`src/sv/round_robin_thread_scheduler_macros.svh`:
```
// ----------------------------------------------------------------------------
// Assertion macros for the round-robin thread scheduler
// Checks in this project are written through these macros.
// ----------------------------------------------------------------------------
`ifndef ROUND_ROBIN_THREAD_SCHEDULER_MACROS_SVH
`define ROUND_ROBIN_THREAD_SCHEDULER_MACROS_SVH

// Same-cycle implication, disabled during reset
`define RRTS_ASSERT_SAME(label, clk, rst_n, ante, cons) \
    label: assert property (@(posedge clk) disable iff (!rst_n) (ante) |-> (cons)) \
        else $error("rrts: same-cycle check failed");

// Next-cycle implication, disabled during reset
`define RRTS_ASSERT_NEXT(label, clk, rst_n, ante, cons) \
    label: assert property (@(posedge clk) disable iff (!rst_n) (ante) |=> (cons)) \
        else $error("rrts: next-cycle check failed");

`endif

```
`src/sv/rrts_pkg.sv`:
```
// ----------------------------------------------------------------------------
// rrts_pkg
// Types and codes shared by the scheduler modules.
// ----------------------------------------------------------------------------
package rrts_pkg;

    // Request kinds
    typedef enum logic [1:0] {
        KIND_CREATE = 2'd0,
        KIND_EXIT   = 2'd1,
        KIND_YIELD  = 2'd2,
        KIND_JOIN   = 2'd3
    } t_kind;

    // Result status codes
    typedef enum logic [2:0] {
        ST_OK       = 3'd0,
        ST_NOFREE   = 3'd1,
        ST_SELF     = 3'd2,
        ST_ALREADY  = 3'd3,
        ST_CIRCULAR = 3'd4,
        ST_NONE     = 3'd5,
        ST_UNINIT   = 3'd6
    } t_status;

    // Sequencer states
    typedef enum logic [1:0] {
        S_IDLE = 2'd0,
        S_EXEC = 2'd1,
        S_SCAN = 2'd2,
        S_DONE = 2'd3
    } t_state;

    // Scan unit test selection
    typedef enum logic {
        SCAN_FREE = 1'b0,
        SCAN_RUN  = 1'b1
    } t_scan_mode;

    // Control from sequencer to scan unit
    typedef struct packed {
        logic       start;
        logic       step;
        t_scan_mode mode;
    } t_scan_cmd;

    // Status from scan unit to sequencer
    typedef struct packed {
        logic hit;
        logic last;
    } t_scan_sts;

    // Saturation limit of the thread counter
    localparam logic [3:0] COUNT_MAX = 4'd15;

endpackage

```
`src/sv/round_robin_thread_scheduler.sv`:
```
// ----------------------------------------------------------------------------
// round_robin_thread_scheduler
// Thread-slot table with a round-robin scheduler for create, exit, yield and
// join requests.
// ----------------------------------------------------------------------------
// Usage:
//   Request channel: i_in_valid / o_in_ready with i_kind and i_target_thread.
//   Result channel:  o_out_valid / i_out_ready with o_status, o_new_thread,
//   o_running_thread and o_thread_count. Every request gives one result.
//   A request is decoded in S_EXEC, then walks the slot table one slot per
//   cycle through the shared scanner (up to SLOT_COUNT slots for yield, exit
//   and join, up to SLOT_COUNT-1 for create), then loads the result register
//   from S_DONE once it is free. Requests that need no scan go from S_EXEC
//   straight to S_DONE. o_in_ready rises in the same cycle as o_out_valid.
//   o_in_ready is high only between requests; one request is in work at a time.
//   The result register lets a new request be taken while the previous result
//   waits; a stalled receiver holds the finished result in the sequencer
//   until the register frees.
//   Reset clears the table, the thread count and the initialized flag; the
//   first create initializes the table with slot 0 as the running thread.
// ----------------------------------------------------------------------------
module round_robin_thread_scheduler import rrts_pkg::*; #(
    parameter int SLOT_COUNT = 16
) (
    input  logic       i_clk,
    input  logic       i_rst_n,
    input  logic       i_in_valid,
    output logic       o_in_ready,
    input  logic [1:0] i_kind,
    input  logic [3:0] i_target_thread,
    output logic       o_out_valid,
    input  logic       i_out_ready,
    output logic [2:0] o_status,
    output logic [3:0] o_new_thread,
    output logic [3:0] o_running_thread,
    output logic [3:0] o_thread_count
);

`include "round_robin_thread_scheduler_macros.svh"

    localparam int SW = $clog2(SLOT_COUNT);
    localparam int TW = (SW > 4) ? SW : 4;

    // Sequencer and table state
    t_state                r_state,   n_state;
    logic [SW-1:0]         r_cur,     n_cur;
    logic [3:0]            r_live,    n_live;
    logic                  r_init,    n_init;
    logic [SLOT_COUNT-1:0] r_used,    n_used;
    logic [SLOT_COUNT-1:0] r_active,  n_active;
    logic [SLOT_COUNT-1:0] r_joined,  n_joined;
    logic [SLOT_COUNT-1:0] r_blocked, n_blocked;
    logic                  r_out_valid, n_out_valid;

    // Payload registers
    t_kind                 r_kind,    n_kind;
    logic [3:0]            r_tgt,     n_tgt;
    t_status               r_st,      n_st;
    logic [SW-1:0]         r_newt,    n_newt;
    t_status               r_o_status, n_o_status;
    logic [3:0]            r_o_newt,  n_o_newt;
    logic [3:0]            r_o_run,   n_o_run;
    logic [3:0]            r_o_count, n_o_count;

    // Scanner and joiner memory links
    t_scan_cmd             w_cmd;
    t_scan_sts             w_sts;
    logic [SW-1:0]         w_idx;
    logic                  w_jw_en;
    logic [SW-1:0]         w_joiner;
    logic [TW-1:0]         w_tgt_ext;
    logic [SW-1:0]         w_tgt_idx;
    logic                  w_tgt_out;
    logic                  w_in_fire;
    logic                  w_out_free;

    assign w_tgt_ext  = TW'(r_tgt);
    assign w_tgt_idx  = w_tgt_ext[SW-1:0];
    assign w_tgt_out  = (32'(r_tgt) >= SLOT_COUNT);
    assign o_in_ready = (r_state == S_IDLE);
    assign w_in_fire  = i_in_valid && o_in_ready;
    assign w_out_free = !r_out_valid || i_out_ready;

    rrts_scan #(
        .SLOT_COUNT (SLOT_COUNT)
    ) u_scan (
        .i_clk     (i_clk),
        .i_rst_n   (i_rst_n),
        .i_cmd     (w_cmd),
        .i_base    (r_cur),
        .i_used    (r_used),
        .i_active  (r_active),
        .i_blocked (r_blocked),
        .o_sts     (w_sts),
        .o_idx     (w_idx)
    );

    // Joiner slot per thread; read at the current slot
    rrts_ram #(
        .WIDTH (SW),
        .DEPTH (SLOT_COUNT)
    ) u_joiner_ram (
        .i_clk   (i_clk),
        .i_we    (w_jw_en),
        .i_waddr (w_tgt_idx),
        .i_wdata (r_cur),
        .i_raddr (r_cur),
        .o_rdata (w_joiner)
    );

    // Next state and table updates
    always_comb begin
        n_state     = r_state;
        n_cur       = r_cur;
        n_live      = r_live;
        n_init      = r_init;
        n_used      = r_used;
        n_active    = r_active;
        n_joined    = r_joined;
        n_blocked   = r_blocked;
        n_out_valid = r_out_valid && !i_out_ready;
        n_kind      = r_kind;
        n_tgt       = r_tgt;
        n_st        = r_st;
        n_newt      = r_newt;
        n_o_status  = r_o_status;
        n_o_newt    = r_o_newt;
        n_o_run     = r_o_run;
        n_o_count   = r_o_count;
        w_cmd       = '{start: 1'b0, step: 1'b0, mode: SCAN_RUN};
        w_jw_en     = 1'b0;

        case (r_state)
            S_IDLE: begin
                if (w_in_fire) begin
                    n_kind  = t_kind'(i_kind);
                    n_tgt   = i_target_thread;
                    n_newt  = '0;
                    n_st    = ST_OK;
                    n_state = S_EXEC;
                end
            end

            S_EXEC: begin
                n_state = S_DONE;
                if (r_kind == KIND_CREATE) begin
                    // Initialize the table on first use, then look for a free slot
                    if (!r_init) begin
                        n_used    = '0;
                        n_active  = '0;
                        n_joined  = '0;
                        n_blocked = '0;
                        n_used[0]   = 1'b1;
                        n_active[0] = 1'b1;
                        n_cur     = '0;
                        n_init    = 1'b1;
                    end
                    w_cmd   = '{start: 1'b1, step: 1'b0, mode: SCAN_FREE};
                    n_state = S_SCAN;
                end else if (!r_init) begin
                    n_st = ST_UNINIT;
                end else begin
                    case (r_kind)
                        KIND_EXIT: begin
                            // Retire current thread and release its joiner
                            if (r_live != 4'd0) begin
                                n_live = r_live - 4'd1;
                            end
                            if (r_joined[r_cur]) begin
                                n_blocked[w_joiner] = 1'b0;
                            end
                            n_active[r_cur] = 1'b0;
                            n_joined[r_cur] = 1'b0;
                            w_cmd   = '{start: 1'b1, step: 1'b0, mode: SCAN_RUN};
                            n_state = S_SCAN;
                        end
                        KIND_YIELD: begin
                            w_cmd   = '{start: 1'b1, step: 1'b0, mode: SCAN_RUN};
                            n_state = S_SCAN;
                        end
                        KIND_JOIN: begin
                            // Check the target; if it can be joined, block the caller and switch
                            if (w_tgt_ext == TW'(r_cur)) begin
                                n_st = ST_SELF;
                            end else if (w_tgt_out || !r_used[w_tgt_idx]
                                         || !r_active[w_tgt_idx]) begin
                                n_st = ST_OK;
                            end else if (r_joined[w_tgt_idx]) begin
                                n_st = ST_ALREADY;
                            end else if (r_joined[r_cur]
                                         && (TW'(w_joiner) == w_tgt_ext)) begin
                                n_st = ST_CIRCULAR;
                            end else begin
                                w_jw_en              = 1'b1;
                                n_blocked[r_cur]     = 1'b1;
                                n_joined[w_tgt_idx]  = 1'b1;
                                w_cmd   = '{start: 1'b1, step: 1'b0, mode: SCAN_RUN};
                                n_state = S_SCAN;
                            end
                        end
                        default: begin
                            n_st = ST_UNINIT;
                        end
                    endcase
                end
            end

            S_SCAN: begin
                if (w_sts.hit) begin
                    n_st    = ST_OK;
                    n_state = S_DONE;
                    if (r_kind == KIND_CREATE) begin
                        // Claim the free slot
                        if (r_live < COUNT_MAX) begin
                            n_live = r_live + 4'd1;
                        end
                        n_used[w_idx]    = 1'b1;
                        n_active[w_idx]  = 1'b1;
                        n_joined[w_idx]  = 1'b0;
                        n_blocked[w_idx] = 1'b0;
                        n_newt           = w_idx;
                    end else begin
                        n_cur = w_idx;
                    end
                end else if (w_sts.last) begin
                    n_st    = (r_kind == KIND_CREATE) ? ST_NOFREE : ST_NONE;
                    n_state = S_DONE;
                end else begin
                    w_cmd = '{start: 1'b0, step: 1'b1, mode: SCAN_RUN};
                end
            end

            S_DONE: begin
                // Hold the result until the output register frees
                if (w_out_free) begin
                    n_out_valid = 1'b1;
                    n_o_status  = r_st;
                    n_o_newt    = 4'(TW'(r_newt));
                    n_o_run     = 4'(TW'(r_cur));
                    n_o_count   = r_live;
                    n_state     = S_IDLE;
                end
            end

            default: begin
                n_state = S_IDLE;
            end
        endcase
    end

    // Control registers
    always_ff @(posedge i_clk) begin
        if (!i_rst_n) begin
            r_state     <= S_IDLE;
            r_cur       <= '0;
            r_live      <= '0;
            r_init      <= 1'b0;
            r_used      <= '0;
            r_active    <= '0;
            r_joined    <= '0;
            r_blocked   <= '0;
            r_out_valid <= 1'b0;
        end else begin
            r_state     <= n_state;
            r_cur       <= n_cur;
            r_live      <= n_live;
            r_init      <= n_init;
            r_used      <= n_used;
            r_active    <= n_active;
            r_joined    <= n_joined;
            r_blocked   <= n_blocked;
            r_out_valid <= n_out_valid;
        end
    end

    // Payload registers
    always_ff @(posedge i_clk) begin
        r_kind     <= n_kind;
        r_tgt      <= n_tgt;
        r_st       <= n_st;
        r_newt     <= n_newt;
        r_o_status <= n_o_status;
        r_o_newt   <= n_o_newt;
        r_o_run    <= n_o_run;
        r_o_count  <= n_o_count;
    end

    assign o_out_valid      = r_out_valid;
    assign o_status         = r_o_status;
    assign o_new_thread     = r_o_newt;
    assign o_running_thread = r_o_run;
    assign o_thread_count   = r_o_count;

    // Checks
    `RRTS_ASSERT_SAME(a_cur_in_table, i_clk, i_rst_n, 1'b1, (32'(r_cur) < SLOT_COUNT))
    `RRTS_ASSERT_NEXT(a_busy_after_accept, i_clk, i_rst_n, w_in_fire, !o_in_ready)
    `RRTS_ASSERT_NEXT(a_result_loads, i_clk, i_rst_n, (r_state == S_DONE) && w_out_free, o_out_valid && o_in_ready)

endmodule

```
`src/sv/rrts_ram.sv`:
```
// ----------------------------------------------------------------------------
// rrts_ram
// Generic single-write, single-read RAM with registered read data.
// ----------------------------------------------------------------------------
module rrts_ram #(
    parameter int WIDTH = 4,
    parameter int DEPTH = 16
) (
    input  logic                     i_clk,
    input  logic                     i_we,
    input  logic [$clog2(DEPTH)-1:0] i_waddr,
    input  logic [WIDTH-1:0]         i_wdata,
    input  logic [$clog2(DEPTH)-1:0] i_raddr,
    output logic [WIDTH-1:0]         o_rdata
);

    logic [WIDTH-1:0] r_mem [DEPTH];
    logic [WIDTH-1:0] r_rdata;

    // Write and registered read
    always_ff @(posedge i_clk) begin
        if (i_we) begin
            r_mem[i_waddr] <= i_wdata;
        end
        r_rdata <= r_mem[i_raddr];
    end

    assign o_rdata = r_rdata;

endmodule

```
`src/sv/rrts_scan.sv`:
```
// ----------------------------------------------------------------------------
// rrts_scan
// Shared scanner: tests one slot per cycle while stepped, free or runnable.
// ----------------------------------------------------------------------------
module rrts_scan import rrts_pkg::*; #(
    parameter int SLOT_COUNT = 16
) (
    input  logic                          i_clk,
    input  logic                          i_rst_n,
    input  t_scan_cmd                     i_cmd,
    input  logic [$clog2(SLOT_COUNT)-1:0] i_base,
    input  logic [SLOT_COUNT-1:0]         i_used,
    input  logic [SLOT_COUNT-1:0]         i_active,
    input  logic [SLOT_COUNT-1:0]         i_blocked,
    output t_scan_sts                     o_sts,
    output logic [$clog2(SLOT_COUNT)-1:0] o_idx
);

    localparam int SW = $clog2(SLOT_COUNT);
    localparam int CW = $clog2(SLOT_COUNT + 1);
    localparam logic [SW-1:0] LAST_SLOT = SW'(SLOT_COUNT - 1);

    t_scan_mode    r_mode, n_mode;
    logic [SW-1:0] r_idx,  n_idx;
    logic [CW-1:0] r_left, n_left;
    logic          w_free;
    logic          w_run;

    // Advance the slot pointer with wrap, or load a new scan
    always_comb begin
        n_mode = r_mode;
        n_idx  = r_idx;
        n_left = r_left;
        if (i_cmd.start) begin
            n_mode = i_cmd.mode;
            if (i_cmd.mode == SCAN_RUN) begin
                n_idx  = (i_base == LAST_SLOT) ? '0 : i_base + SW'(1);
                n_left = CW'(SLOT_COUNT);
            end else begin
                n_idx  = SW'(1);
                n_left = CW'(SLOT_COUNT - 1);
            end
        end else if (i_cmd.step) begin
            n_idx  = (r_idx == LAST_SLOT) ? '0 : r_idx + SW'(1);
            n_left = r_left - CW'(1);
        end
    end

    always_ff @(posedge i_clk) begin
        if (!i_rst_n) begin
            r_mode <= SCAN_FREE;
            r_idx  <= '0;
            r_left <= '0;
        end else begin
            r_mode <= n_mode;
            r_idx  <= n_idx;
            r_left <= n_left;
        end
    end

    // Test the slot under the pointer
    assign w_free = !i_used[r_idx] || !i_active[r_idx];
    assign w_run  = i_used[r_idx] && i_active[r_idx] && !i_blocked[r_idx];

    assign o_sts.hit  = (r_mode == SCAN_RUN) ? w_run : w_free;
    assign o_sts.last = (r_left == CW'(1));
    assign o_idx      = r_idx;

endmodule
```
`config.mk`:
```
export PLATFORM = sky130hd
export DESIGN_NAME = round_robin_thread_scheduler
export DESIGN_NICKNAME = d
export VERILOG_FILES = /design/src/sv/rrts_pkg.sv /design/src/sv/round_robin_thread_scheduler.sv /design/src/sv/rrts_ram.sv /design/src/sv/rrts_scan.sv
export VERILOG_INCLUDE_DIRS = /design/src /design/src/sv
export SDC_FILE = /design/constraint.sdc
export NUM_CORES = 1
export LEC_CHECK = 0
export BUFFER_PORTS_ARGS = -buffer_cell sky130_fd_sc_hd__buf_2
export CORE_ASPECT_RATIO = 1.75
export CORE_MARGIN = 4
export CORE_UTILIZATION = 30
export CTS_BUF_LIST = sky130_fd_sc_hd__clkbuf_8
export DETAILED_ROUTE_END_ITERATION = 7
export SETUP_SLACK_MARGIN = 0.02
export SYNTH_ARGS = -nofsm -noshare
export SYNTH_HDL_FRONTEND = slang
export SYNTH_HIERARCHICAL = 1
export SYNTH_SLANG_ARGS = --single-unit
```
`constraint.sdc`:
```
create_clock -name i_clk -period 4.7 [get_ports i_clk]
set_input_delay 0.235 -clock i_clk [delete_from_list [all_inputs] [get_ports i_clk]]
set_output_delay 0.235 -clock i_clk [all_outputs]
set_load 0.01 [all_outputs]
```
# Yosys cells after proc, flatten, opt, wreduce, memory -nomap -nowiden
# Memories as Yosys holds them, arrays and structs flattened. A register that Yosys moved wholly into a read port is not among the register bits.
# Index checks and enable logic that the tools add are counted.
# W data, S select, Z words.
[word_totals]
elab_cells = 248
register_bits = 114
mem_bits_rw = 64
out_inout_bits = 17
inputBits = 10
mem_count = 1
[memory_table]
columns = ["name", "depth", "width", "rd", "rd_ports_with_merged_regs", "write_ports", "line_no", "source"]
rows = [
  ["u_joiner_ram.r_mem", 16, 4, 1, 1, 1, "rrts_ram.sv:17", "logic [WIDTH-1:0] r_mem [DEPTH];"],
]
[classes]
order_cmp = 9
n_addsub = 5
n_mux = 127
reduce_logical = 39
n_eq_ne = 35
bitwise_logic = 12
[op_table]
columns = ["cell", "n"]
rows = [
  ["$mux W16", 27],
  ["$pmux W16 S2", 6],
  ["$and A16 B16 Y16", 5],
  ["$mux W4", 19],
  ["$or A16 B16 Y16", 4],
  ["$mux W3", 16],
  ["$not A16 Y16", 3],
  ["$mux W1", 30],
  ["$bmux W1 S4", 7],
  ["$pmux W4 S2", 3],
  ["$lt A4 B5 Y1 const B", 4],
  ["$ne A4 B4 Y1 const B", 5],
  ["$ne A2 B2 Y1 const B", 9],
  ["$pmux W3 S2", 3],
  ["$demux W1 S4", 4],
  ["$ge A4 B1 Y1 const B", 4],
  ["$mux W5", 3],
  ["$add A4 B1 Y4 const B", 3],
  ["$mux W2", 6],
  ["$reduce_and A6 Y1", 2],
  ["$reduce_and A11 Y1", 1],
  ["$reduce_and A10 Y1", 1],
  ["$reduce_and A5 Y1", 2],
  ["$logic_and A1 B1 Y1", 9],
  ["other kinds (28)", 51],
]

# Longest topological paths before layout
# Gate-level depths: netlist (run 1).
[logic_depth]
ltp_word = 13
mapped_depth = 16
depth_no_buf = 12

# Hierarchy
# The synthesis (run 1) kept the hierarchy.
[by_module_without_submodules]
columns = ["module", "cells_per_inst", "instances", "area_each_um2"]
rows = [
  ["round_robin_thread_scheduler", 635, 1, 5745.5],
  ["rrts_ram", 130, 1, 2666.3],
  ["rrts_scan", 112, 1, 914.6],
]

# Worst setup path before layout (run 1)
# No wires, ideal clock.
[synth_timing]
path_kind = "reg2reg"
start = "register r_cur[0]"
end = "memory u_joiner_ram.r_mem[0][0] (enable)"
path_stages_with_launch = 10
setup_ns = 0.361
period_less_slack_ns = 3.369
path_buffers = 1
setup_slack_ns = 1.331
arrival_time_ns = 3.008
cell_sequence = "dfxtp_1 > buf_4 > mux4_2 > a22oi_1 > and3_1 > nand2b_1 > nand3_1 > nor2_1 > or3b_2 > nor3_1"
[synth_between]
elab_chain_len = 13
elab_cells_between_ends = 14
cone_classes = "1 x eq/ne; 12 x mux; 1 x reduce/logical"
[synth_lines]
columns = ["item", "line_no", "source"]
rows = [
  ["start, declared", "round_robin_thread_scheduler.sv:46", "logic [SW-1:0] r_cur, n_cur;"],
  ["start signal, assigned", "round_robin_thread_scheduler.sv:265", "r_cur <= n_cur;"],
  ["$bmux W1 S4", "round_robin_thread_scheduler.sv:190", "end else if (r_joined[r_cur]"],
  ["$mux W1 (not written as such)", "round_robin_thread_scheduler.sv:190", ""],
  ["$logic_and A1 B1 Y1", "round_robin_thread_scheduler.sv:191", "&& (TW'(w_joiner) == w_tgt_ext)) begin"],
  ["$mux W1", "round_robin_thread_scheduler.sv:190", ""],
  ["$mux W1", "round_robin_thread_scheduler.sv:188", "end else if (r_joined[w_tgt_idx]) begin"],
  ["$mux W1", "round_robin_thread_scheduler.sv:185", "end else if (w_tgt_out || !r_used[w_tgt_idx]"],
  ["$mux W1 *", "round_robin_thread_scheduler.sv:183", "if (w_tgt_ext == TW'(r_cur)) begin"],
  ["$mux W1 *", "round_robin_thread_scheduler.sv:163", "case (r_kind)"],
  ["$mux W1 *", "round_robin_thread_scheduler.sv:160", "end else if (!r_init) begin"],
  ["$mux W1 *", "round_robin_thread_scheduler.sv:146", "if (r_kind == KIND_CREATE) begin"],
  ["$mux W1 *", "round_robin_thread_scheduler.sv:133", "case (r_state)"],
  ["named net w_jw_en", "round_robin_thread_scheduler.sv:69", "logic w_jw_en;"],
  ["$mux W1 *", "rrts_ram.sv:22", "if (i_we) begin"],
  ["$mux W1 (not written as such) *", "rrts_ram.sv:23", "r_mem[i_waddr] <= i_wdata;"],
  ["end, declared", "rrts_ram.sv:17", ""],
]
# Mark *: on every way through the listed nets, which the timed path passes. The rest lies on a longest branch. The select of a mux whose other input is x is not followed.

# Final worst setup path (run 1)
[layout_timing]
start = "register r_tgt[1]"
end = "memory u_joiner_ram.r_mem[0][1] (enable)"
[layout_between]
elab_chain_len = 12
elab_cells_between_ends = 22
cone_classes = "2 x eq/ne; 16 x mux; 4 x reduce/logical"
[layout_lines]
columns = ["item", "line_no", "source"]
rows = [
  ["start, declared", "round_robin_thread_scheduler.sv:57", "logic [3:0] r_tgt, n_tgt;"],
  ["start signal, assigned", "round_robin_thread_scheduler.sv:279", "r_tgt <= n_tgt;"],
  ["$bmux W1 S4 (tied with other cells)", "round_robin_thread_scheduler.sv:185", ""],
  ["$mux W1 (not written as such) (tied with other cells)", "round_robin_thread_scheduler.sv:185", ""],
  ["$logic_not A1 Y1 (tied with other cells)", "round_robin_thread_scheduler.sv:185", ""],
  ["$logic_or A1 B1 Y1 or $mux W1 (tied branches)", "round_robin_thread_scheduler.sv:186, round_robin_thread_scheduler.sv:188", ""],
  ["$mux W1", "round_robin_thread_scheduler.sv:185", ""],
  ["$mux W1 *", "round_robin_thread_scheduler.sv:183", ""],
  ["$mux W1 *", "round_robin_thread_scheduler.sv:163", ""],
  ["$mux W1 *", "round_robin_thread_scheduler.sv:160", ""],
  ["$mux W1 *", "round_robin_thread_scheduler.sv:146", ""],
  ["$mux W1 *", "round_robin_thread_scheduler.sv:133", ""],
  ["named net w_jw_en", "round_robin_thread_scheduler.sv:69", ""],
  ["$mux W1 *", "rrts_ram.sv:22", ""],
  ["$mux W1 (not written as such) *", "rrts_ram.sv:23", ""],
]
# Marked as above.

==> summary.md, run 1 <==
| Metric | Value |
|---|---|
| Global-route wire length before repair | `42000 um` |
| Max cap viols | `0` |
| DR vias/cell | `5.65` |
| Reg clk slew, reported paths | `0.11 ns` |
| Clk pwr share | `0.246` |
| CTS buffer count | `17` |
| Cell Rows | `85` |
| Fin crit share | `0.824` |
| Die Ht | `241 um` |
| Cell internal pwr | `0.00263 W` |
| Vias in the first global route | `7413` |
| Critical path class | `flop to flop` |
| Crit path arrival time | `4.02 ns` |
| Shortest period the worst path allows | `3.87 ns` |
| Initial Util | `0.303` |
| Maximum buffer depth of the clock tree | `2` |
| Tot GR Track Use | `0.160` |
| Area leader, netlist | `edfxtp_1` |
| Startpoint Class | `flop` |
| Port bufs | `26` |
| Hold WC Path Type | `input pin to flop` |
| Sequential fraction of the synthesis area | `0.489` |
| CTS tree | `yes` |
| Initial DRC Count | `670` |
| Synth top area cells | `edfxtp_1 30%, dfxtp_1 19%, mux4_1 5.1%` |
| Placer Congestion | `0.953` |
| Leak pwr | `3.45 nW` |
| Placed instance area | `9780 um2` |
| FMAX | `258 MHz` |
| Post-synthesis cell area | `9330 um2` |
| CTS HTree Levels | `4` |
| Critical Path End Type | `flop` |
| Post-route DRC | `0` |
| Net Sw Frac | `0.395` |
| Largest net degree at the start of global routing | `46` |
| Cells after Synth | `877` |
| Power per cell area | `423 nW/um2` |
| Ys async rst share | `0` |
| Clock skew | `0.0159 ns` |
| Share of layout cells above drive strength 1 | `0.140` |
| RSZ-0062 raised after global routing | `no` |
| VDD IR-drop max | `0.191 mV` |
| Netlist cell types | `71` |
| Number of synthesized flops with an enable pin | `92` |
| DIE AREA | `34100 um2` |
| IO Count | `27` |
| Measured slew at the worst slew-check pin | `1.18 ns` |
| DPL Wire Length | `19300 um` |
| Worst slew margin | `0.211` |
| Sequential share of power | `0.442` |
| Worst skew pair latency | `0.51 ns` |
| Top_reg_cell synth | `edfxtp_1` |
| Core area | `30700 um2` |
| Required time worst endpoint | `4.85 ns` |
| Yosys warns | `6` |
| GRT Residual Overflow | `0` |
| Drt wl/cell | `20.9 um` |
| Root buf cell | `clkbuf_8` |
| Combinational share of power | `0.312` |
| Psw | `0.00172 W` |
| Finished Cell Area | `10300 um2` |
| Drt total wl | `27000 um` |
| Area Overhead vs Synth | `9.98%` |
| Hold WS | `0.315 ns` |
| Flops & latches, synth | `182` |
| Top-area cell type share of the netlist area | `0.296` |
| Final setup TNS | `0 ns` |
| Die width | `141 um` |
| Crit-path max FO | `15` |
| Final Hold Fails | `0` |
| Mapped Nets | `901` |
| Setup violations, final | `0` |
| Via count | `7298` |
| Clk sinks | `182` |
| Antenna violations before repair | `1` |
| Pins Over Slew Limit | `0` |
| DRT antenna net count | `0` |
| Nets | `910` |
| Router iterations before antenna repair | `7` |
| Status | `completed` |
| Avg Cell Area, Syn | `10.6 um2` |
final timing paths:
kind,start,end,slack (ns),cells after the start
hold reg to reg,r_st[2],o_status[2],0.43,0
setup reg to reg,r_tgt[1],u_joiner_ram/r_mem[0][1],0.83,8
hold / removal,i_in_valid,r_tgt[1],0.31,2
setup / recovery,r_tgt[1],u_joiner_ram/r_mem[0][1],0.83,8
logic make-up (layout without fill, tap and decap cells):
| group | count (synthesis) | count (layout) | share of synthesized area |
|---|---|---|---|
| AO/OA/AOI/OAI | 221 | 221 | 0.160 |
| XOR/XNOR | 17 | 17 | 0.0160 |
| multiplexers | 50 | 50 | 0.110 |
| other | 0 | 1 | 0 |
| adder cells (fa/ha/maj) | 14 | 14 | 0.0196 |
| AND/OR/NAND/NOR | 319 | 319 | 0.168 |
| flip-flops | 182 | 182 | 0.489 |
| buffers and inverters | 74 | 96 | 0.0380 |
critical path, cell delays in order, from the launching register on:
cell and delay [ns]:
edfxtp_1 0.78, mux4_1 0.64, mux2i_1 0.14, mux2_1 0.20
and3_4 0.26, nand3_1 0.13, nor2_1 0.33, or3b_2 0.53
nor3_1 0.49
placed cells by master, fill, tap and decap left out, types with 8 or more instances in the layout:
| master | synthesis | routed |
|---|---|---|
| a211oi_1 | 17 | 17 |
| a21oi_1 | 56 | 56 |
| a31oi_1 | 8 | 8 |
| and2_1 | 10 | 10 |
| buf_2 | 11 | 26 |
| buf_4 | 4 | 18 |
| clkbuf_8 | 0 | 17 |
| dfxtp_1 | 90 | 88 |
| edfxtp_1 | 92 | 92 |
| ha_1 | 13 | 13 |
| inv_1 | 12 | 12 |
| mux2i_1 | 12 | 12 |
| mux4_1 | 18 | 18 |
| mux4_2 | 18 | 18 |
| nand2_1 | 68 | 68 |
| nand2b_1 | 25 | 25 |
| nand3_1 | 42 | 42 |
| nand3b_1 | 9 | 9 |
| nor2_1 | 95 | 95 |
| nor2b_1 | 14 | 14 |
| nor3_1 | 21 | 21 |
| nor4_1 | 9 | 9 |
| o21ai_0 | 65 | 65 |
| o221a_1 | 10 | 10 |
| o221a_2 | 16 | 16 |
| xor2_1 | 12 | 12 |
sequential cells by signal, summed over array words and instances (netlist names), 5 cells and up:
name and cells:
r_active 16, u_scan/r_left 5, r_blocked 16, u_joiner_ram/r_mem 64
r_joined 16, r_used 16
synth_stat cells, types with 18 or more instances:
| cell type | n |
|---|---|
| mux4_2 | 18 |
| edfxtp_1 | 92 |
| nand3_1 | 42 |
| o21ai_0 | 65 |
| dfxtp_1 | 90 |
| nor2_1 | 95 |
| mux4_1 | 18 |
| nand2_1 | 68 |
| clkbuf_1 | 35 |
| nand2b_1 | 25 |
| nor3_1 | 21 |
| a21oi_1 | 56 |
power groups by stage:
stage / Sequential, W / Clock [W] / Combinational [W]
floorplan: 0.00190 / 0 / 0.000990
global placement: 0.00195 / 0 / 0.00132
detailed placement: 0.00195 / 0 / 0.00133
CTS: 0.00192 / 0.00109 / 0.00134
global route: 0.00194 / 0.00116 / 0.00149
finish: 0.00192 / 0.00107 / 0.00135
per-layer routing:
| layer | wire, um | vias up | track usage | part of all wire |
|---|---|---|---|---|
| met5 | 0 | - | 0 | 0 |
| met4 | 1720 | 0 | 0.106 | 0.064 |
| met3 | 1340 | 104 | 0.0255 | 0.050 |
| met2 | 14300 | 304 | 0.292 | 0.53 |
| met1 | 9590 | 3559 | 0.169 | 0.36 |
| li1 | - | 3331 | - | - |
stage by stage:
step | cells | power (W) | setup WS, ns | util
after floorplan | 877 | 0.00289 | 1.33 | -
after global placement | 1251 | 0.00327 | 0.890 | 0.318
after detailed placement | 1251 | 0.00328 | 0.893 | 0.318
after CTS | 1290 | 0.00435 | 0.874 | 0.334
after global routing | 1291 | 0.00459 | 0.610 | 0.334
final | 1291 | 0.00434 | 0.828 | 0.334
repair_timing:
action	in CTS	in global routing
hold buffers	7	0
gates resized for setup	0	0
buffers inserted	0	0
hold endpoints to repair	7	0
area by class of cell:
type / instances / area, um2
Antenna cell: 1 / 2.50
Clock buffer: 17 / 234
Clock inverter: 15 / 173
Fill cell: 3055 / 20500
Tap cell: 391 / 489
Multi-Input combinational cell: 621 / 4410
Timing Repair Buffer: 51 / 335
Inverter: 13 / 48.8
Sequential cell: 182 / 4570
No activity file was read; power rests on OpenSTA's default activity.
==> inputs of run 2 (changes only) <==
- clock period: 4.7 -> 3.6 ns (I/O delays scaled with it)
==> run 2 against run 1 <==
  * Clock-buffer cell count is the same
  * Clock skew grew 0.0027 ns
  * Global-route usage decreased by 0.14 points
  * Worst setup slack worse by 0.60 ns
  * Non-clock buffer count up 30
  * Maximum frequency is 15% higher
  * Routed wire length is 0.65% lower
  * Via count shrank 0.26%
  * Total power is 33% higher
  * Sequential share of layout area shrank 1.1 points
  * Sequential power is 28% higher
  * First-iteration DRC count decreased by 8.5%
  * Critical endpoint is now r_blocked[15]
  * Largest cell class unchanged
  * Highest routed layer unchanged
==> summary.md, run 2 (synthesis results as in run 1) <==
| Metric | Value |
|---|---|
| Status | `completed` |
| Flip-flop count of the largest register after layout | `64 (unchanged)` |
| Largest net degree at the start of global routing | `46 (unchanged)` |
| Area Overhead vs Synth | `12.9%` |
| Nets | `940 (+3.3%)` |
| DR vias/cell | `5.51 (-2.5%)` |
| Reg clk slew, reported paths | `0.11 ns (about the same)` |
| Share of layout cells above drive strength 1 | `0.173 (+0.0331)` |
| CTS buffer count | `17 (unchanged)` |
| Post-route DRC | `0 (unchanged)` |
| RSZ-0062 raised after global routing | `no` |
| Max cap viols | `0 (unchanged)` |
| Worst slew margin | `0.382 (+0.172)` |
| Leak pwr | `3.63 nW (+5.4%)` |
| Maximum buffer depth of the clock tree | `2 (unchanged)` |
| Highest metal used | `met4` |
| Measured slew at the worst slew-check pin | `0.926 ns (-0.255 ns)` |
| Crit path arrival time | `3.81 ns (-0.21 ns)` |
| Hold WC Path Type | `input pin to flop` |
| IO Count | `27 (unchanged)` |
| Fin crit share | `0.937 (+0.113)` |
| Port bufs | `26 (unchanged)` |
| Required time worst endpoint | `4.04 ns (-0.81 ns)` |
| Vias in the first global route | `7318 (-1.3%)` |
| Cell Rows | `85 (unchanged)` |
| Drt total wl | `26800 um (-0.65%)` |
| Clock skew | `0.0186 ns (+0.00272 ns)` |
| Clk sinks | `182 (unchanged)` |
| Crit-path max FO | `15 (unchanged)` |
| Critical Path End Type | `flop` |
| Met2 routed WL | `14500 um (+0.99%)` |
| Pins Over Slew Limit | `0 (unchanged)` |
| Final Hold Fails | `0 (unchanged)` |
| CTS tree | `yes` |
| Root buf cell | `clkbuf_8` |
| Die width | `141 um (unchanged)` |
| Global-route wire length before repair | `42000 um (about the same)` |
| Die Ht | `241 um (unchanged)` |
| DPL Wire Length | `20000 um (+3.6%)` |
| Startpoint Class | `flop` |
| Critical path class | `flop to flop` |
| Via count | `7279 (-0.26%)` |
| Router iterations before antenna repair | `7 (unchanged)` |
| Setup violations, final | `0 (unchanged)` |
| Wl on met1 | `9500 um (-0.92%)` |
| Initial DRC Count | `613 (-8.5%)` |
| Number of fill cells | `3032 (-0.75%)` |
| Routed wl met3 | `1080 um (-20%)` |
| Final Non-Filler Cells | `1321 (+2.3%)` |
| Worst skew pair latency | `0.50 ns (about the same)` |
| VDD IR-drop max | `0.283 mV (+48%)` |
| Shortest period the worst path allows | `3.37 ns (-0.501 ns)` |
| Final setup TNS | `0 ns (unchanged)` |
| DIE AREA | `34100 um2 (unchanged)` |
| Reg with most FFs | `u_joiner_ram/r_mem` |
| Dpl cells | `1280 (+2.3%)` |
| Placer Congestion | `0.911 (-4.3%)` |
| CTS HTree Levels | `4 (unchanged)` |
| Tot GR Track Use | `0.159 (-0.00144)` |
| Commonest non-fill, non-tap cell in the layout | `nor2_1` |
| DRT antenna net count | `0 (unchanged)` |
| GRT Residual Overflow | `0 (unchanged)` |
| Initial Util | `0.303 (unchanged)` |
| Core area | `30700 um2 (unchanged)` |
| Drt wl/cell | `20.3 um (-2.9%)` |
| FMAX | `297 MHz (+15%)` |
| Power per cell area | `548 nW/um2 (+29%)` |
| Commonest non-fill, non-tap cells in the layout | `94 x nor2_1, 92 x edfxtp_1, 86 x dfxtp_1, 68 x nand2_1, 65 x o21ai_0` |
| Antenna violations before repair | `1 (unchanged)` |
[run 2: path summary, 6_finish.rpt]
path / start / endpoint / slack, ns / depth (start not counted)
worst max-delay path: u_scan/o_idx[0] / r_blocked[15] / 0.23 / 13
worst min-delay path: i_in_valid / r_kind[1] / 0.28 / 2
worst max register to register: u_scan/o_idx[0] / r_blocked[15] / 0.23 / 13
worst min register to register: r_newt[1] / o_new_thread[1] / 0.43 / 0
[run 2: layout make-up]
| cell class | count | area [um2] | share of cell area |
|---|---|---|---|
| Tap cell | 391 | 489 | 0.0465 |
| Multi-Input combinational cell | 621 | 4430 | 0.420 |
| Clock inverter | 15 | 175 | 0.0166 |
| Clock buffer | 17 | 234 | 0.0222 |
| Inverter | 13 | 48.8 | 0.00463 |
| Timing Repair Buffer | 81 | 586 | 0.0556 |
| Sequential cell | 182 | 4570 | 0.434 |
| Antenna cell | 1 | 2.50 | 0.000238 |
[run 2: power breakdown]
part / switching, W / internal (W) / leakage (nW)
Sequential: 0.000124 / 0.00234 / 1.59
Clock: 0.000792 / 0.000638 / 0.218
Combinational: 0.00125 / 0.000626 / 1.83
Total: 0.00216 / 0.00361 / 3.63
[run 2: layer usage]
metal,up-vias,GRT usage
met5,-,0
met4,0,0.109
met3,99,0.0219
met2,270,0.296
met1,3526,0.162
li1,3384,-
[run 2: critical path: stages (launching register included)]
cell and delay, ns:
dfxtp_2 0.48, mux4_1 0.63, mux2i_2 0.29, nand3b_1 0.11, o22ai_1 0.15, a211o_1 0.17, a21boi_0 0.11, nand2b_1 0.19
a311o_1 0.36, nor2_1 0.21, a31oi_4 0.12, buf_12 0.17, nor2_1 0.12, o221a_2 0.19
[run 2: through the flow]
step | util | setup slack (ns) | total power, W | instance area [um2] | hold WS (ns)
CTS | 0.341 | 0.0539 | 0.00578 | 10500 | 0.249
finish | 0.343 | 0.228 | 0.00577 | 10500 | 0.282
floorplan | - | 0.231 | 0.00377 | 9330 | 0.279
global placement | 0.326 | -0.0158 | 0.00432 | 10000 | 0.360
detailed placement | 0.326 | 0.0155 | 0.00434 | 10000 | 0.362
global route | 0.343 | 0.0514 | 0.00611 | 10500 | 0.283
[run 2: timing repair]
item,CTS,global route
endpoints found under the setup margin,20,27
buffers inserted,0,1
gates cloned,0,0
pin swaps,0,1
gates resized for setup,2,5
hold buffers,7,0
endpoints found under the hold margin,7,0
==> inputs of run 3 (changes only) <==
==> constraint.sdc (replaced) <==
create_clock -name i_clk -period 3.6 [get_ports i_clk]
set_input_delay 0.36 -clock i_clk [delete_from_list [all_inputs] [get_ports i_clk]]
set_output_delay 0.36 -clock i_clk [all_outputs]
set_load 0.01 [all_outputs]
==> run 3 against run 2 <==
  * Sequential power about the same
  * Die area unchanged
  * Final cell count fell by 0.38%
==> summary.md, run 3 (synthesis results as in run 1) <==
| Metric | Value |
|---|---|
| RR Endpoint | `r_blocked[15]` |
| Initial DRC Count | `596 (-2.8%)` |
| Placer Congestion | `0.911 (unchanged)` |
| IO Count | `27 (unchanged)` |
| Crit path arrival time | `3.82 ns (about the same)` |
| Measured slew at the worst slew-check pin | `0.941 ns (+0.0145 ns)` |
| Port bufs | `26 (unchanged)` |
| Worst path slowest cell | `mux4_1` |
| Total Power | `0.00577 W (about the same)` |
| CTS buffer count | `17 (unchanged)` |
| Pins Over Slew Limit | `0 (unchanged)` |
| Clk sinks | `182 (unchanged)` |
| Status | `completed` |
| Multi-input gate area | `4430 um2 (unchanged)` |
| Leak pwr | `3.60 nW (-0.80%)` |
| Drt total wl | `26800 um (about the same)` |
| Register area | `4570 um2 (unchanged)` |
| Clock skew | `0.0205 ns (+0.00183 ns)` |
| Core area | `30700 um2 (unchanged)` |
| Crit-path max FO | `15 (unchanged)` |
| CTS tree | `yes` |
| RSZ-0062 raised after global routing | `no` |
| Final Non-Filler Cells | `1316 (-0.38%)` |
| Worst slew margin | `0.373 (-0.00964)` |
| Post-route DRC | `0 (unchanged)` |
| Hold WS | `0.0367 ns (-0.245 ns)` |
| Via count | `7258 (-0.29%)` |
| Reg with most FFs | `u_joiner_ram/r_mem` |
| FMAX | `296 MHz (-0.20%)` |
| Global-route wire length before repair | `41900 um (-0.13%)` |
| Critical Path End Type | `flop` |
| Post-place setup slack | `0.0155 ns (unchanged)` |
| Vias in the first global route | `7301 (-0.23%)` |
| Root buf cell | `clkbuf_8` |
| DR vias/cell | `5.52 (about the same)` |
| Maximum buffer depth of the clock tree | `2 (unchanged)` |
| Largest net degree at the start of global routing | `46 (unchanged)` |
| Cell Rows | `85 (unchanged)` |
| Worst skew pair latency | `0.50 ns (about the same)` |
| Min-delay src | `i_kind[1]` |
| CP peak stage delay | `0.63 ns (about the same)` |
| Startpoint Class | `flop` |
| Critical path class | `flop to flop` |
| Drt wl/cell | `20.4 um (+0.44%)` |
| Reg2Reg Launch Point | `u_scan/o_idx[0]` |
| Die width | `141 um (unchanged)` |
| R2R Setup Slk | `0.22 ns (about the same)` |
| Initial Util | `0.303 (unchanged)` |
| Die Ht | `241 um (unchanged)` |
| Worst Slack Setup Final | `0.222 ns (-0.00662 ns)` |
| Hold Path Depth | `1 (-1)` |
| Fin crit share | `0.938 (+0.00184)` |
| Required time worst endpoint | `4.04 ns (about the same)` |
| Commonest non-fill, non-tap cell in the layout | `nor2_1` |
| Setup violations, final | `0 (unchanged)` |
| Reg clk slew, reported paths | `0.11 ns (about the same)` |
| Hold EP | `r_kind[1]` |
| Max cap viols | `0 (unchanged)` |
| Dpl cells | `1280 (unchanged)` |
| Share of layout cells above drive strength 1 | `0.175 (+0.00132)` |
| Nets | `933 (-0.74%)` |
| Shortest period the worst path allows | `3.38 ns (+0.00662 ns)` |
| Hold WC Path Type | `input pin to flop` |
| Final Hold Fails | `0 (unchanged)` |
| Antenna violations before repair | `1 (unchanged)` |
| DPL Wire Length | `20000 um (unchanged)` |
| Area Overhead vs Synth | `12.2%` |
| DIE AREA | `34100 um2 (unchanged)` |
| CTS HTree Levels | `4 (unchanged)` |
| FF-to-FF path depth | `13 (unchanged)` |
| CP Cell Sequence | `mux4_1, mux2i_2, nand3b_1, o22ai_1, a211o_1, a21boi_0, nand2b_1, a311o_1, nor2_1, a31oi_4, buf_12, nor2_1, o221a_2` |
| Tot GR Track Use | `0.159 (about the same)` |
| GRT Residual Overflow | `0 (unchanged)` |
| VDD IR-drop max | `0.285 mV (+1.0%)` |
| Commonest non-fill, non-tap cells in the layout | `94 x nor2_1, 92 x edfxtp_1, 86 x dfxtp_1, 68 x nand2_1, 65 x o21ai_0` |
| Most common cell on crit path | `nor2_1` |
| DRT antenna net count | `0 (unchanged)` |
| Power per cell area | `551 nW/um2 (+0.66%)` |
| Number of fill cells | `3035 (+0.099%)` |
| Flip-flop count of the largest register after layout | `64 (unchanged)` |
| Router iterations before antenna repair | `5 (-2)` |
## run 3: timing repair
action | CTS | global route
endpoints found under the hold margin | 0 | 0
pin swaps | 0 | 1
resized for setup | 2 | 5
setup endpoints to repair | 20 | 27
setup buffers | 0 | 1
hold buffers | 0 | 0
gates cloned | 0 | 0
## run 3: worst max-delay path, delay by kind of cell (launching register included)
family	cells	cell delay (ns)
AO/OA/AOI/OAI	6	1.12
multiplexers	2	0.92
AND/OR/NAND/NOR	4	0.63
flip-flops	1	0.47
buffers and inverters	1	0.17
## run 3: layout make-up
cell class | instances | area share
flip-flops and latches | 182 | 0.437
multi-input cells | 621 | 0.423
repair buffers | 74 | 0.0493
well taps | 391 | 0.0467
clock buffers | 17 | 0.0224
clock inverters | 15 | 0.0167
inverters | 13 | 0.00466
diodes | 3 | 0.000717
## run 3: stage by stage
step	cell area (um2)	utilization	setup TNS (ns)
detailed placement	10000	0.326	0
finish	10500	0.341	0
global route	10500	0.340	0
CTS	10400	0.339	0
global placement	10000	0.326	-0.107
floorplan	9330	-	0
## run 3: report_power, final
| part | switching [W] | total (W) | internal [W] | leakage, nW |
|---|---|---|---|---|
| sequential | 0.000124 | 0.00247 | 0.00234 | 1.59 |
| clock | 0.000795 | 0.00143 | 0.000638 | 0.218 |
| combinational | 0.00125 | 0.00187 | 0.000621 | 1.80 |
| total | 0.00217 | 0.00577 | 0.00360 | 3.60 |
## run 3: metal layers
| metal | global-route usage | vias to the layer above | share of wire | routed length [um] |
|---|---|---|---|---|
| li1 | - | 3370 | - | - |
| met1 | 0.162 | 3513 | 0.35 | 9500 |
| met2 | 0.296 | 273 | 0.54 | 14500 |
| met3 | 0.0219 | 102 | 0.038 | 1030 |
| met4 | 0.109 | 0 | 0.066 | 1770 |
| met5 | 0 | - | 0 | 0 |
## run 3: worst max-delay path by stage
stage                     slack [ns]            start                       end
final                           0.22  u_scan/o_idx[0]             r_blocked[15]
after global routing            0.05  u_scan/o_idx[0]             r_blocked[12]
after CTS                       0.05  u_scan/o_idx[2]              r_blocked[3]
after detailed placement        0.02  u_scan/o_idx[0]                 r_used[6]
after global placement         -0.02  u_scan/o_idx[0]                r_used[11]
after floorplan                 0.23         r_cur[0]  u_joiner_ram/r_mem[0][0]
